[src/sv/pressure_sensor_compensation_defines.svh]
// ----------------------------------------------------------------------------
// Pressure sensor compensation: assertion macros
// Shared helpers for the concurrent checks of the compensation block.
// ----------------------------------------------------------------------------
`ifndef PRESSURE_SENSOR_COMPENSATION_DEFINES_SVH
`define PRESSURE_SENSOR_COMPENSATION_DEFINES_SVH

// The consequent must hold in the same cycle as the antecedent.
`define PSC_ASSERT_SAME(label, clk, rst_n, ante, cons, msg) \
    label: assert property (@(posedge clk) disable iff (!rst_n) (ante) |-> (cons)) \
        else $error(msg);

// The consequent must hold in the cycle after the antecedent.
`define PSC_ASSERT_NEXT(label, clk, rst_n, ante, cons, msg) \
    label: assert property (@(posedge clk) disable iff (!rst_n) (ante) |=> (cons)) \
        else $error(msg);

`endif

[src/sv/psc_pkg.sv]
// ----------------------------------------------------------------------------
// Pressure sensor compensation package
// Widths, scaling constants, microcode format and the microcode program.
// ----------------------------------------------------------------------------
`timescale 1ns / 1ps

package psc_pkg;

    // Field widths of the ports.
    localparam int COEFF_W    = 16;
    localparam int WORD_W     = 24;
    localparam int PRES_W     = 22;
    localparam int TEMP_W     = 19;
    localparam int NUM_COEFFS = 6;
    localparam int CFG_IDX_W  = $clog2(NUM_COEFFS);

    // Internal datapath widths.
    localparam int DT_W       = WORD_W + 1;
    localparam int MA_W       = DT_W;
    localparam int SENS_W     = 35;
    localparam int OFF_W      = 35;
    localparam int SENS_SPLIT = 17;
    localparam int MB_W       = SENS_W - SENS_SPLIT;
    localparam int PROD_W     = MA_W + MB_W;
    localparam int ACC_W      = 60;

    // Scaling of the first-order compensation.
    localparam int TEMP_BASE  = 2000;
    localparam int TEMP_SHIFT = 23;
    localparam int OFF_SHIFT  = 7;
    localparam int SENS_SHIFT = 8;
    localparam int P_SHIFT1   = 21;
    localparam int P_SHIFT2   = 15;
    localparam int OFF_SCALE  = 16;
    localparam int SENS_SCALE = 15;
    localparam int REF_SCALE  = 8;

    localparam logic [COEFF_W-1:0] COEFF_ALL_ONES = '1;

    // Calibration register indexes.
    typedef enum logic [CFG_IDX_W-1:0] {
        REG_SENS_COEFF,
        REG_OFFSET_COEFF,
        REG_SENS_TEMPCO,
        REG_OFFSET_TEMPCO,
        REG_REF_TEMPERATURE,
        REG_TEMP_SLOPE
    } t_reg_idx;

    // Multiplier operand selects.
    typedef enum logic {
        A_DT,
        A_WORD
    } t_a_sel;

    typedef enum logic [2:0] {
        B_C6,
        B_C4,
        B_C3,
        B_SENS_LO,
        B_SENS_HI
    } t_b_sel;

    // Register update performed by a step.
    typedef enum logic [2:0] {
        OP_NONE,
        OP_DT,
        OP_TEMP,
        OP_OFF,
        OP_SENS,
        OP_ACC_LOAD,
        OP_ACC_ADD
    } t_alu_op;

    typedef enum logic {
        JMP_NONE,
        JMP_IF_TEMP_WORD
    } t_jump;

    typedef enum logic [1:0] {
        EMIT_NONE,
        EMIT_TEMP_WORD,
        EMIT_PRESSURE
    } t_emit;

    typedef enum logic {
        SEQ_IDLE,
        SEQ_RUN
    } t_seq_state;

    localparam int STEP_W = 4;
    typedef logic [STEP_W-1:0] t_step;

    // Step addresses of the program.
    localparam t_step STEP_DT      = 4'd0;
    localparam t_step STEP_MUL_C6  = 4'd1;
    localparam t_step STEP_TEMP    = 4'd2;
    localparam t_step STEP_OFF     = 4'd3;
    localparam t_step STEP_SENS    = 4'd4;
    localparam t_step STEP_MUL_LO  = 4'd5;
    localparam t_step STEP_MUL_HI  = 4'd6;
    localparam t_step STEP_ACC_ADD = 4'd7;
    localparam t_step STEP_EMIT_P  = 4'd8;
    localparam t_step STEP_STORE_T = 4'd9;

    // One control word.
    typedef struct packed {
        t_a_sel  a_sel;
        t_b_sel  b_sel;
        logic    mul_en;
        t_alu_op alu_op;
        t_jump   jump;
        t_step   target;
        t_emit   emit;
    } t_uword;

    // Sequencer to datapath.
    typedef struct packed {
        logic   accept;
        logic   exec;
        t_uword uw;
    } t_ctrl;

    // Datapath to sequencer.
    typedef struct packed {
        logic expect_pressure;
        logic out_blocked;
    } t_status;

    // Microcode program: first-order compensation of one raw word.
    function automatic t_uword ucode_rom(input t_step step);
        t_uword uw;
        uw = '{a_sel: A_DT, b_sel: B_C6, mul_en: 1'b0, alu_op: OP_NONE,
               jump: JMP_NONE, target: STEP_DT, emit: EMIT_NONE};
        case (step)
            STEP_DT: begin
                uw.alu_op = OP_DT;
                uw.jump   = JMP_IF_TEMP_WORD;
                uw.target = STEP_STORE_T;
            end
            STEP_MUL_C6: begin
                uw.mul_en = 1'b1;
                uw.b_sel  = B_C6;
            end
            STEP_TEMP: begin
                uw.alu_op = OP_TEMP;
                uw.mul_en = 1'b1;
                uw.b_sel  = B_C4;
            end
            STEP_OFF: begin
                uw.alu_op = OP_OFF;
                uw.mul_en = 1'b1;
                uw.b_sel  = B_C3;
            end
            STEP_SENS: begin
                uw.alu_op = OP_SENS;
            end
            STEP_MUL_LO: begin
                uw.mul_en = 1'b1;
                uw.a_sel  = A_WORD;
                uw.b_sel  = B_SENS_LO;
            end
            STEP_MUL_HI: begin
                uw.alu_op = OP_ACC_LOAD;
                uw.mul_en = 1'b1;
                uw.a_sel  = A_WORD;
                uw.b_sel  = B_SENS_HI;
            end
            STEP_ACC_ADD: begin
                uw.alu_op = OP_ACC_ADD;
            end
            STEP_EMIT_P: begin
                uw.emit = EMIT_PRESSURE;
            end
            STEP_STORE_T: begin
                uw.emit = EMIT_TEMP_WORD;
            end
            default: begin
                uw.emit = EMIT_TEMP_WORD;
            end
        endcase
        return uw;
    endfunction

endpackage

[src/sv/psc_sequencer.sv]
// ----------------------------------------------------------------------------
// Pressure sensor compensation: microcode sequencer
// Step counter over the program table, with the conditional jump on phase.
// ----------------------------------------------------------------------------
`timescale 1ns / 1ps

module psc_sequencer (
    input  logic             i_clk,
    input  logic             i_rst_n,
    input  logic             i_valid,
    output logic             o_stall,
    input  psc_pkg::t_status i_status,
    output psc_pkg::t_ctrl   o_ctrl
);
    import psc_pkg::*;

    t_seq_state r_state, n_state;
    t_step      r_step, n_step;
    t_uword     w_uw;
    logic       w_accept;
    logic       w_exec;

    // State and step counter.
    always_ff @(posedge i_clk) begin
        if (!i_rst_n) begin
            r_state <= SEQ_IDLE;
            r_step  <= STEP_DT;
        end else begin
            r_state <= n_state;
            r_step  <= n_step;
        end
    end

    // Control word fetch, stepping and jumps.
    always_comb begin
        w_uw     = ucode_rom(r_step);
        w_accept = (r_state == SEQ_IDLE) && i_valid;
        // An emitting step waits while the output register is still held.
        w_exec   = (r_state == SEQ_RUN) &&
                   !((w_uw.emit != EMIT_NONE) && i_status.out_blocked);
        n_state  = r_state;
        n_step   = r_step;
        case (r_state)
            SEQ_IDLE: begin
                if (w_accept) begin
                    n_state = SEQ_RUN;
                    n_step  = STEP_DT;
                end
            end
            SEQ_RUN: begin
                if (w_exec) begin
                    if (w_uw.emit != EMIT_NONE) begin
                        n_state = SEQ_IDLE;
                    end else if ((w_uw.jump == JMP_IF_TEMP_WORD) &&
                                 !i_status.expect_pressure) begin
                        n_step = w_uw.target;
                    end else begin
                        n_step = r_step + 1'b1;
                    end
                end
            end
            default: begin
                n_state = SEQ_IDLE;
            end
        endcase
    end

    assign o_stall       = (r_state != SEQ_IDLE);
    assign o_ctrl.accept = w_accept;
    assign o_ctrl.exec   = w_exec;
    assign o_ctrl.uw     = w_uw;

endmodule

[src/sv/psc_datapath.sv]
// ----------------------------------------------------------------------------
// Pressure sensor compensation: datapath
// Calibration registers, shared multiplier, working registers and the
// output register; all but the calibration registers follow the current control word.
// ----------------------------------------------------------------------------
`timescale 1ns / 1ps

module psc_datapath (
    input  logic                                i_clk,
    input  logic                                i_rst_n,
    input  psc_pkg::t_ctrl                      i_ctrl,
    output psc_pkg::t_status                    o_status,
    input  logic [psc_pkg::WORD_W-1:0]          i_adc_word,
    input  logic                                i_cfg_we,
    input  logic [psc_pkg::CFG_IDX_W-1:0]       i_cfg_index,
    input  logic [psc_pkg::COEFF_W-1:0]         i_cfg_data,
    output logic                                o_valid,
    input  logic                                i_stall,
    output logic                                o_result_valid,
    output logic signed [psc_pkg::PRES_W-1:0]   o_pressure_out,
    output logic signed [psc_pkg::TEMP_W-1:0]   o_temperature_out,
    output logic                                o_next_conversion,
    output logic                                o_calibration_ok
);
    import psc_pkg::*;

    logic [COEFF_W-1:0]       r_coeff [NUM_COEFFS];
    logic [WORD_W-1:0]        r_held;
    logic                     r_expect;
    logic [WORD_W-1:0]        r_word;
    logic signed [DT_W-1:0]   r_dt;
    logic signed [PROD_W-1:0] r_prod;
    logic signed [TEMP_W-1:0] r_temp;
    logic signed [OFF_W-1:0]  r_off;
    logic signed [SENS_W-1:0] r_sens;
    logic signed [ACC_W-1:0]  r_acc;

    logic                     r_out_valid;
    logic                     r_res_valid;
    logic signed [PRES_W-1:0] r_pres;
    logic signed [TEMP_W-1:0] r_temp_out;
    logic                     r_next;
    logic                     r_cal_ok;

    logic signed [MA_W-1:0]   w_mul_a;
    logic signed [MB_W-1:0]   w_mul_b;
    logic signed [PROD_W-1:0] w_temp_sum;
    logic signed [ACC_W-1:0]  w_diff;
    logic signed [ACC_W-1:0]  w_p_full;
    logic                     w_p_fits;
    logic signed [PRES_W-1:0] w_p_sat;
    logic                     w_cal_ok;
    logic                     w_out_load;
    t_uword                   w_uw;

    assign w_uw = i_ctrl.uw;

    // Calibration register writes; indexes beyond the list are ignored.
    always_ff @(posedge i_clk) begin
        if (!i_rst_n) begin
            for (int i = 0; i < NUM_COEFFS; i++) begin
                r_coeff[i] <= '0;
            end
        end else if (i_cfg_we && (i_cfg_index <= REG_TEMP_SLOPE)) begin
            r_coeff[i_cfg_index] <= i_cfg_data;
        end
    end

    // Calibration is bad when any coefficient is zero or all ones.
    always_comb begin
        w_cal_ok = 1'b1;
        for (int i = 0; i < NUM_COEFFS; i++) begin
            if ((r_coeff[i] == '0) || (r_coeff[i] == COEFF_ALL_ONES)) begin
                w_cal_ok = 1'b0;
            end
        end
    end

    // Operand selection for the shared multiplier.
    always_comb begin
        w_mul_a = (w_uw.a_sel == A_WORD) ? signed'({1'b0, r_word}) : r_dt;
        case (w_uw.b_sel)
            B_C6:      w_mul_b = signed'({{(MB_W-COEFF_W){1'b0}}, r_coeff[REG_TEMP_SLOPE]});
            B_C4:      w_mul_b = signed'({{(MB_W-COEFF_W){1'b0}},
                                          r_coeff[REG_OFFSET_TEMPCO]});
            B_C3:      w_mul_b = signed'({{(MB_W-COEFF_W){1'b0}}, r_coeff[REG_SENS_TEMPCO]});
            B_SENS_LO: w_mul_b = signed'({1'b0, r_sens[SENS_SPLIT-1:0]});
            B_SENS_HI: w_mul_b = r_sens[SENS_W-1:SENS_SPLIT];
            default:   w_mul_b = '0;
        endcase
    end

    // Temperature sum; final pressure: scale, subtract offset, scale again and saturate.
    always_comb begin
        w_temp_sum = (r_prod >>> TEMP_SHIFT) + PROD_W'(TEMP_BASE);
        w_diff     = (r_acc >>> P_SHIFT1) - ACC_W'(r_off);
        w_p_full   = w_diff >>> P_SHIFT2;
        w_p_fits   = (&w_p_full[ACC_W-1:PRES_W-1]) | ~(|w_p_full[ACC_W-1:PRES_W-1]);
        if (w_p_fits) begin
            w_p_sat = w_p_full[PRES_W-1:0];
        end else if (w_p_full[ACC_W-1]) begin
            w_p_sat = {1'b1, {(PRES_W-1){1'b0}}};
        end else begin
            w_p_sat = {1'b0, {(PRES_W-1){1'b1}}};
        end
    end

    assign w_out_load = i_ctrl.exec && (w_uw.emit != EMIT_NONE);

    // Raw word capture and phase state.
    always_ff @(posedge i_clk) begin
        if (!i_rst_n) begin
            r_held   <= '0;
            r_expect <= 1'b0;
        end else begin
            if (i_ctrl.exec && (w_uw.emit == EMIT_TEMP_WORD)) begin
                r_held   <= r_word;
                r_expect <= 1'b1;
            end else if (i_ctrl.exec && (w_uw.emit == EMIT_PRESSURE)) begin
                r_expect <= 1'b0;
            end
        end
    end

    // Working registers of the compensation arithmetic.
    always_ff @(posedge i_clk) begin
        if (i_ctrl.accept) begin
            r_word <= i_adc_word;
        end
        if (i_ctrl.exec && w_uw.mul_en) begin
            r_prod <= w_mul_a * w_mul_b;
        end
        if (i_ctrl.exec) begin
            case (w_uw.alu_op)
                OP_DT: begin
                    r_dt <= signed'({1'b0, r_held}) -
                            signed'({1'b0, r_coeff[REG_REF_TEMPERATURE], {REF_SCALE{1'b0}}});
                end
                OP_TEMP: begin
                    r_temp <= w_temp_sum[TEMP_W-1:0];
                end
                OP_OFF: begin
                    r_off <= signed'(OFF_W'({r_coeff[REG_OFFSET_COEFF], {OFF_SCALE{1'b0}}})) +
                             OFF_W'(r_prod >>> OFF_SHIFT);
                end
                OP_SENS: begin
                    r_sens <= signed'(SENS_W'({r_coeff[REG_SENS_COEFF], {SENS_SCALE{1'b0}}})) +
                              SENS_W'(r_prod >>> SENS_SHIFT);
                end
                OP_ACC_LOAD: begin
                    r_acc <= ACC_W'(r_prod);
                end
                OP_ACC_ADD: begin
                    r_acc <= r_acc + (ACC_W'(r_prod) <<< SENS_SPLIT);
                end
                default: begin
                end
            endcase
        end
    end

    // Output register: holds a result until the receiver takes it.
    always_ff @(posedge i_clk) begin
        if (!i_rst_n) begin
            r_out_valid <= 1'b0;
        end else if (w_out_load) begin
            r_out_valid <= 1'b1;
        end else if (!i_stall) begin
            r_out_valid <= 1'b0;
        end
    end

    always_ff @(posedge i_clk) begin
        if (w_out_load) begin
            r_cal_ok <= w_cal_ok;
            if (w_uw.emit == EMIT_PRESSURE) begin
                r_res_valid <= 1'b1;
                r_pres      <= w_p_sat;
                r_temp_out  <= r_temp;
                r_next      <= 1'b1;
            end else begin
                r_res_valid <= 1'b0;
                r_pres      <= '0;
                r_temp_out  <= '0;
                r_next      <= 1'b0;
            end
        end
    end

    assign o_status.expect_pressure = r_expect;
    assign o_status.out_blocked     = r_out_valid && i_stall;

    assign o_valid           = r_out_valid;
    assign o_result_valid    = r_res_valid;
    assign o_pressure_out    = r_pres;
    assign o_temperature_out = r_temp_out;
    assign o_next_conversion = r_next;
    assign o_calibration_ok  = r_cal_ok;

endmodule

[src/sv/pressure_sensor_compensation.sv]
// ----------------------------------------------------------------------------
// Pressure sensor compensation: top level
// First-order temperature and pressure compensation of raw sensor words.
// ----------------------------------------------------------------------------
// Usage:
// Raw 24-bit words enter on i_valid/o_stall, strictly alternating between a
// temperature word and a pressure word, temperature first. Every word gives
// one result request on o_valid/i_stall. A temperature word is stored and
// gives a result with o_result_valid low; a pressure word gives compensated
// pressure and temperature in hundredths with o_result_valid high.
// Each word runs through a microcode program on one shared 25 x 18 bit
// multiplier. A temperature word takes 2 program steps, a pressure word 9;
// the last step loads the result into the output register. The block
// takes one word at a time: a new word is accepted only once the last
// step of the previous word has run. The output register lets the next
// word be accepted while a result waits; while the receiver stalls, the
// emitting step of the next word waits too.
// Calibration is written through i_cfg_we/i_cfg_index/i_cfg_data while idle.
// Synchronous reset clears the calibration, the held temperature word and
// the phase, so a temperature word is expected first.
// ----------------------------------------------------------------------------
`timescale 1ns / 1ps

`include "pressure_sensor_compensation_defines.svh"

module pressure_sensor_compensation (
    input  logic                                i_clk,
    input  logic                                i_rst_n,
    input  logic                                i_valid,
    output logic                                o_stall,
    input  logic [psc_pkg::WORD_W-1:0]          i_adc_word,
    output logic                                o_valid,
    input  logic                                i_stall,
    output logic                                o_result_valid,
    output logic signed [psc_pkg::PRES_W-1:0]   o_pressure_out,
    output logic signed [psc_pkg::TEMP_W-1:0]   o_temperature_out,
    output logic                                o_next_conversion,
    output logic                                o_calibration_ok,
    input  logic                                i_cfg_we,
    input  logic [psc_pkg::CFG_IDX_W-1:0]       i_cfg_index,
    input  logic [psc_pkg::COEFF_W-1:0]         i_cfg_data
);
    import psc_pkg::*;

    t_ctrl   w_ctrl;
    t_status w_status;

    // Program sequencer.
    psc_sequencer u_sequencer (
        .i_clk    (i_clk),
        .i_rst_n  (i_rst_n),
        .i_valid  (i_valid),
        .o_stall  (o_stall),
        .i_status (w_status),
        .o_ctrl   (w_ctrl)
    );

    // Arithmetic and output register.
    psc_datapath u_datapath (
        .i_clk             (i_clk),
        .i_rst_n           (i_rst_n),
        .i_ctrl            (w_ctrl),
        .o_status          (w_status),
        .i_adc_word        (i_adc_word),
        .i_cfg_we          (i_cfg_we),
        .i_cfg_index       (i_cfg_index),
        .i_cfg_data        (i_cfg_data),
        .o_valid           (o_valid),
        .i_stall           (i_stall),
        .o_result_valid    (o_result_valid),
        .o_pressure_out    (o_pressure_out),
        .o_temperature_out (o_temperature_out),
        .o_next_conversion (o_next_conversion),
        .o_calibration_ok  (o_calibration_ok)
    );

    // An accepted request starts the program straight away.
    `PSC_ASSERT_NEXT(a_busy_after_accept, i_clk, i_rst_n, i_valid && !o_stall, o_stall, "sequencer did not start on an accepted request")

    // A temperature word gives an all-zero result.
    `PSC_ASSERT_SAME(a_temp_word_zero, i_clk, i_rst_n, o_valid && !o_result_valid, (o_pressure_out == '0) && (o_temperature_out == '0) && !o_next_conversion, "temperature word result is not cleared")

    // Pressure is only ever emitted when a pressure word was expected.
    `PSC_ASSERT_SAME(a_pressure_in_phase, i_clk, i_rst_n, w_ctrl.exec && (w_ctrl.uw.emit == EMIT_PRESSURE), w_status.expect_pressure, "pressure emitted out of phase")

    // Every emitted result flips the phase.
    `PSC_ASSERT_NEXT(a_phase_flip, i_clk, i_rst_n, w_ctrl.exec && (w_ctrl.uw.emit != EMIT_NONE), w_status.expect_pressure != $past(w_status.expect_pressure), "phase did not flip on a result")

endmodule
[config.mk]
export PLATFORM = sky130hd
export DESIGN_NAME = pressure_sensor_compensation
export DESIGN_NICKNAME = d
export VERILOG_FILES = /design/src/sv/psc_pkg.sv /design/src/sv/psc_sequencer.sv /design/src/sv/psc_datapath.sv /design/src/sv/pressure_sensor_compensation.sv
export VERILOG_INCLUDE_DIRS = /design/src /design/src/sv
export SDC_FILE = /design/constraint.sdc
export NUM_CORES = 2
export LEC_CHECK = 0
export ABC_AREA = 0
export CORE_UTILIZATION = 60
export CTS_CLUSTER_DIAMETER = 120
export DETAILED_ROUTE_END_ITERATION = 16
export DONT_BUFFER_PORTS = 1
export PLACE_DENSITY_LB_ADDON = 0.3
export SLEW_MARGIN = 20
export SYNTH_ARGS = -nofsm -noshare
export SYNTH_HDL_FRONTEND = slang
export SYNTH_SLANG_ARGS = --single-unit
[constraint.sdc]
create_clock -name i_clk -period 8.5 [get_ports i_clk]
set_input_delay 1.275 -clock i_clk [delete_from_list [all_inputs] [get_ports i_clk]]
set_output_delay 1.275 -clock i_clk [all_outputs]
set_load 0.01 [all_outputs]
---- After elaboration in Yosys (flattened, before gate mapping) ----
Memory sizes are Yosys's and may differ from the RTL's.
Cells that the tools add are included.
operators by class
  add/sub/neg operators ................... 7
  multipliers ............................. 1
  order comparisons ....................... 1
  equal/unequal tests ..................... 30
  muxes and demuxes ....................... 32
  bitwise logic cells ..................... 3
  reduce and logical (&&, ||, !) cells .... 41
operator list
  cell                                             number
  case mux 60 bit (2 select lines)                 1
  == test 16 bit (second input constant)           6
  zero test 16 bit                                 6
  case mux 18 bit (5 select lines)                 1
  adder 60 bit                                     1
  2-to-1 mux 22 bit                                2
  multiplier 25 x 18 -> 43 bit                     1
  subtractor 39 x 35 -> 40 bit                     1
  adder 32 x 35 -> 35 bit                          1
  adder 33 x 35 -> 35 bit                          1
  2-to-1 mux 25 bit                                1
  subtractor 24 x 24 -> 25 bit                     1
  AND reduction 24 bit                             1
  OR reduction 24 bit                              1
  case mux 4 bit (5 select lines)                  1
  adder 19 x 12 -> 19 bit (second input constant)  1
  case mux 3 bit (6 select lines)                  1
  == test 4 x 3 -> 1 bit (second input constant)   4
  2-to-1 mux 16 bit                                1
  2-to-1 mux 4 bit                                 4
  OR reduction 16 bit                              1
  2-to-1 mux 1 bit                                 15
  == test 3 x 2 -> 1 bit (second input constant)   4
  == test 3 bit (second input constant)            4
  28 further kinds                                 54
storage, ports and cells
  bits in registers ....................... 315
  bits in writable memories ............... 96
  input bits .............................. 48
  output and inout bits ................... 46
  logic and storage cells ................. 132
  memories kept ........................... 1
memory list
  memory              words  width  rd ports  clocked after memory_dff  write ports  line                source
  u_datapath.r_coeff  6      16     6         0                         6            psc_datapath.sv:27  logic [COEFF_W-1:0] r_coeff [NUM_COEFFS];

---- Depth between registers and ports, before layout ----
  depth in word-level cells ............... 10
  mapped depth ............................ 34
  gate-level depth less buffers ........... 32

---- Modules after synthesis ----
A second synthesis with hierarchy kept.
unflattened totals
  cells, all modules ...................... 3651
  area, all modules ....................... 36702.7 um2
by module, submodules not included
  module         instances  cells each  area each (um2)  sequential area each (um2)
  psc_datapath   1          3580        36179.7          11421.0
  psc_sequencer  1          71          523.0            100.1

---- Least setup slack after synthesis ----
OpenSTA, ideal clock, no wires.
  path type ............................... register to register
  start ................................... register u_sequencer.r_step[0]
  end ..................................... register u_datapath.r_prod[41] (data pin)
  library setup time ...................... 0.259 ns
  data arrival time ....................... 7.959 ns
  data required time ...................... 8.241 ns
  path slack .............................. 0.282 ns
  stages on the path, launching flop included .. 31
  path buffers ............................ 3
  period minus slack after synthesis ...... 8.218 ns
  cell sequence ........................... dfxtp_1 -> inv_1 -> ha_1 -> clkbuf_1 -> nor2_1 -> nor2_1 -> buf_1 -> clkbuf_1 -> mux2i_1 -> nor2_1 -> fa_1 -> inv_1 -> fa_1 -> fa_1 -> fa_1 -> inv_1 -> fa_1 -> inv_1 -> fa_1 -> inv_1 -> ha_1 -> a21o_1 -> a21o_1 -> a211o_1 -> a211oi_1 -> o31a_1 -> o21ai_1 -> a211o_1 -> a31oi_1 -> o21ai_0 -> xnor2_1
between the ends
  longest elaborated chain between the ends .. 5
  elaborated cells on any way between the ends .. 16
  those cells by class .................... mul: 1; eq/ne: 9; mux: 4; reduce/logical: 2
RTL lines
  element                                                                       line                                    source
  start: declaration                                                            psc_sequencer.sv:18                     t_step r_step, n_step;
  start signal: assignment                                                      psc_sequencer.sv:30                     r_step <= n_step;
  == test 4 x 3 -> 1 bit (tied with other cells)                                psc_pkg.sv:135                          case (step)
  case mux 4 bit (5 select lines) / OR reduction 2 bit (equally long branches)  -
  == test 3 bit (tied with other cells)                                         psc_datapath.sv:82                      case (w_uw.b_sel)
  case mux 18 bit (5 select lines) / 2-to-1 mux 25 bit (equally long branches)  psc_datapath.sv:82, psc_datapath.sv:81
  multiplier 25 x 18 -> 43 bit (*)                                              psc_datapath.sv:131                     r_prod <= w_mul_a * w_mul_b;
  end signal: assignment                                                        psc_datapath.sv:131
  end: declaration                                                              psc_datapath.sv:32                      logic signed [PROD_W-1:0] r_prod;
Every way passes the cells marked *; elsewhere a longest branch is shown, timed or not.
A chain may end at the register's enable or synchronous reset.

---- Worst setup path in the final report ----
  start ................................... register u_sequencer.r_step[1]
  end ..................................... register u_datapath.r_prod[36] (data pin)
The elaborated chain is that of the path after synthesis.

==> metrics.txt <==
commonest register cell after synthesis=edfxtp_1; Worst-Skew Late Latency=just under 0.6 ns; die width=250 microns; Yosys top cell area share=0.295; final instance area=roughly 40000 sq um; setup violators final=0; Clock Path Buffers=3; total grt overflow=0; Post-Syn Area=~37000 sq um; Via density=5.99; first-pass GRT wire length=about 160000 microns; Routed Antenna Nets=0; CP Launch Type=register; placed cell area=approximately 39000 sq um; Yosys Warn Count=0; Final GP Congestion=1.00; Tmin final=around 8.2 ns; sequential element share of the synthesized area=0.312; vias=around 28000; Synth Instances=~3700; layout cell share with drive strength beyond 1=0.0748; Crit Path Max Fanout=30; Slew HR=0.281; DRC viols=0; Clock Skew=~0.031 ns; I/O pins=94; vias in the first global route=approximately 27000; Yosys reg bits=between 300 and 400; CP endpoint kind=register; PortBufs=0; EDFF count, synth=roughly 360; WP data required=a little under 9 ns; Starting Density=0.609; top cells by area, synth=edfxtp_1 (30%), fa_1 (24%), ha_1 (8.1%); CTS tree=yes; Die Footprint=between 60000 and 70000 sq um; Syn-to-layout area delta=8.70%; core footprint=approximately 61000 sq um; period utilization=0.964; # rows=90; syn_nets=roughly 4500; post-synthesis cell type count=89; hold-critical path depth=0; H-Tree Depth=2; Num Clock Sinks=just under 400; Initial DRC Count=between 2000 and 3000; worst-margin pin slew=around 1.1 ns; Fin. Hold Viols=0; Critical Path Slowest Stage Cell=fa_1; highest clock rate=roughly 0.12 GHz; Layout Cells excl Fill=4622; placed instance count=between 4000 and 5000; die height=about 250 microns; Max Slew Vio Count=0; Max Cap Viol=0; r2r worst-path depth=29; DP HPWL=roughly 82000 microns; total wire length=slightly above 100000 microns; crit path kind=register to register; cell taking the most area after synthesis=edfxtp_1; CP max stage delay=roughly 0.6 ns; first drt pass iteration count=9; largest net degree at the start of global routing=71; status=complete, no violations; final core area utilization=0.662; Mean Syn Cell Area=between 9 and 10 sq um; Total GRT Usage=0.332; Nets=4537; initial antenna violation count=4; Final TNS setup=0 ns; WP data arrival=about 8.5 ns; Worst-path clk slew=~0.060 ns; WL per Instance=22.2 microns; Inserted Clock Buffers=43; Worst Hold Class=register to register; Async SR Flop Fraction=0; Root Buffer Master=clkbuf_16; Crit path top cell by count=fa_1
==> registers in the layout, summed over array words and instances, names as in the netlist <==
signal                        flops
u_datapath.r_coeff               96
u_datapath.r_acc                 43
u_datapath.r_prod                43
u_datapath.r_off                 35
u_datapath.r_sens                35
u_datapath.r_dt                  25
u_datapath.r_held                24
u_datapath.r_word                24
u_datapath.o_pressure_out        22
u_datapath.o_temperature_out     19
u_datapath.r_temp                19
u_sequencer.r_step                4
u_datapath.o_calibration_ok       1
u_datapath.o_result_valid         1
u_datapath.o_valid                1
u_datapath.r_expect               1
u_sequencer.o_stall               1
==> cell usage in the layout, fill, tap and decap left out, types with 9 or more instances in the layout <==
master and n:
a21boi_0 39, nand2_1 438, a21o_1 58, o21a_1 22, or3_1 16, nand2b_1 32
ha_1 239, mux2i_1 27, o211ai_1 16, o31ai_1 9, and2_1 45, a222oi_1 12
xnor2_1 93, nor2_1 377, and3_1 16, or2_2 13, dfxtp_1 31, o21ai_0 99
buf_4 131, inv_1 653, a211o_1 9, nand4_1 44, nor4_1 35, xor2_1 39
nor3_1 34, o21bai_1 18, a21oi_1 118, nor2b_1 27, a211oi_1 20, mux2_2 20
edfxtp_1 363, clkbuf_16 43, fa_1 445, nand3_1 47, a31oi_1 17
==> cells in the mapped netlist (5+ instances only) <==
library cell  count
inv_1           654
a21o_1           59
o311ai_0          7
or3_1            16
a221oi_1          7
and2_1           45
nand4_1          44
nor3_1           37
o31ai_1          10
edfxtp_1        363
a2111oi_0         8
nand3_1          47
a21oi_1         120
and3_1           17
nor2b_1          27
o211ai_1         16
a21boi_0         39
or2_2            13
clkbuf_1         97
o21bai_1         18
ha_1            240
dfxtp_1          31
nor2_1          382
a211oi_1         22
a211o_1           9
nand3b_1          7
o21a_1           22
a221o_1           6
o21ai_0         102
a31oi_1          18
mux2i_1          27
a22oi_1           6
xor2_1           39
buf_1             6
fa_1            445
nand2b_1         32
nor4_1           35
xnor2_1          93
a222oi_1         12
nand2_1         438
nor3b_1           5
mux2_2           20
==> worst paths after layout <==
path,startpoint,to,slack (ns)
worst max register to register,u_sequencer.r_step[1]$_SDFFE_PN0P_,u_datapath.r_prod[36]$_DFFE_PP_,0.30
worst max-delay path,u_sequencer.r_step[1]$_SDFFE_PN0P_,u_datapath.r_prod[36]$_DFFE_PP_,0.30
worst min-delay path,u_datapath.r_held[6]$_SDFFE_PN0P_,u_datapath.r_dt[6]$_DFFE_PP_,0.43
worst min register to register,u_datapath.r_held[6]$_SDFFE_PN0P_,u_datapath.r_dt[6]$_DFFE_PP_,0.43
==> kinds of logic (layout without fill, tap and decap cells) <==
group,Yosys count,count (layout),share of synthesized area
other cells,0,4,0
buf+inv,763,874,0.0792
compound gates,533,533,0.0985
fa+ha+maj,685,685,0.323
flops,394,394,0.312
simple gates,1167,1167,0.141
mux,50,50,0.0143
xor+xnor,133,133,0.0318
==> worst max-delay path: cells and delay by family, from the launching register on <==
kind / cells / cell delay, ns
mux: 1 / 0.52
xor+xnor: 1 / 0.09
buf+inv: 7 / 0.98
compound gates: 8 / 1.52
simple gates: 4 / 0.68
flops: 1 / 0.37
fa+ha+maj: 8 / 3.71
==> area by class of cell <==
type / count / area [sq um]
Sequential cell: 394 / 11500
Clock inverter: 23 / 221
Inverter: 655 / 2460
Antenna cell: 4 / 10.0
Timing Repair Buffer: 142 / 1180
Multi-Input combinational cell: 2568 / 22600
Clock buffer: 54 / 1150
Fill cell: 4819 / 20500
Tap cell: 782 / 978
==> timing repair <==
action,CTS,global route
hold buffers,0,0
resized for setup,0,15
endpoints found under the setup margin,0,10
setup buffers,0,3
==> per-stage QoR <==
step	hold WS, ns	setup WS, ns
after floorplan	0.408	0.282
after global placement	0.412	0.320
after detailed placement	0.413	0.0956
after CTS	0.425	0.0380
after global routing	0.432	-0.0103
final	0.428	0.302
==> per-layer routing <==
layer	routed length, microns	GRT usage
met2	45800	0.516
met1	40800	0.464
met5	13	0
met4	4360	0.125
met3	11500	0.0658
Power is left out: the tool's default activity adds up to more than one toggle a clock period on the data nets, which glitch-free logic cannot reach.
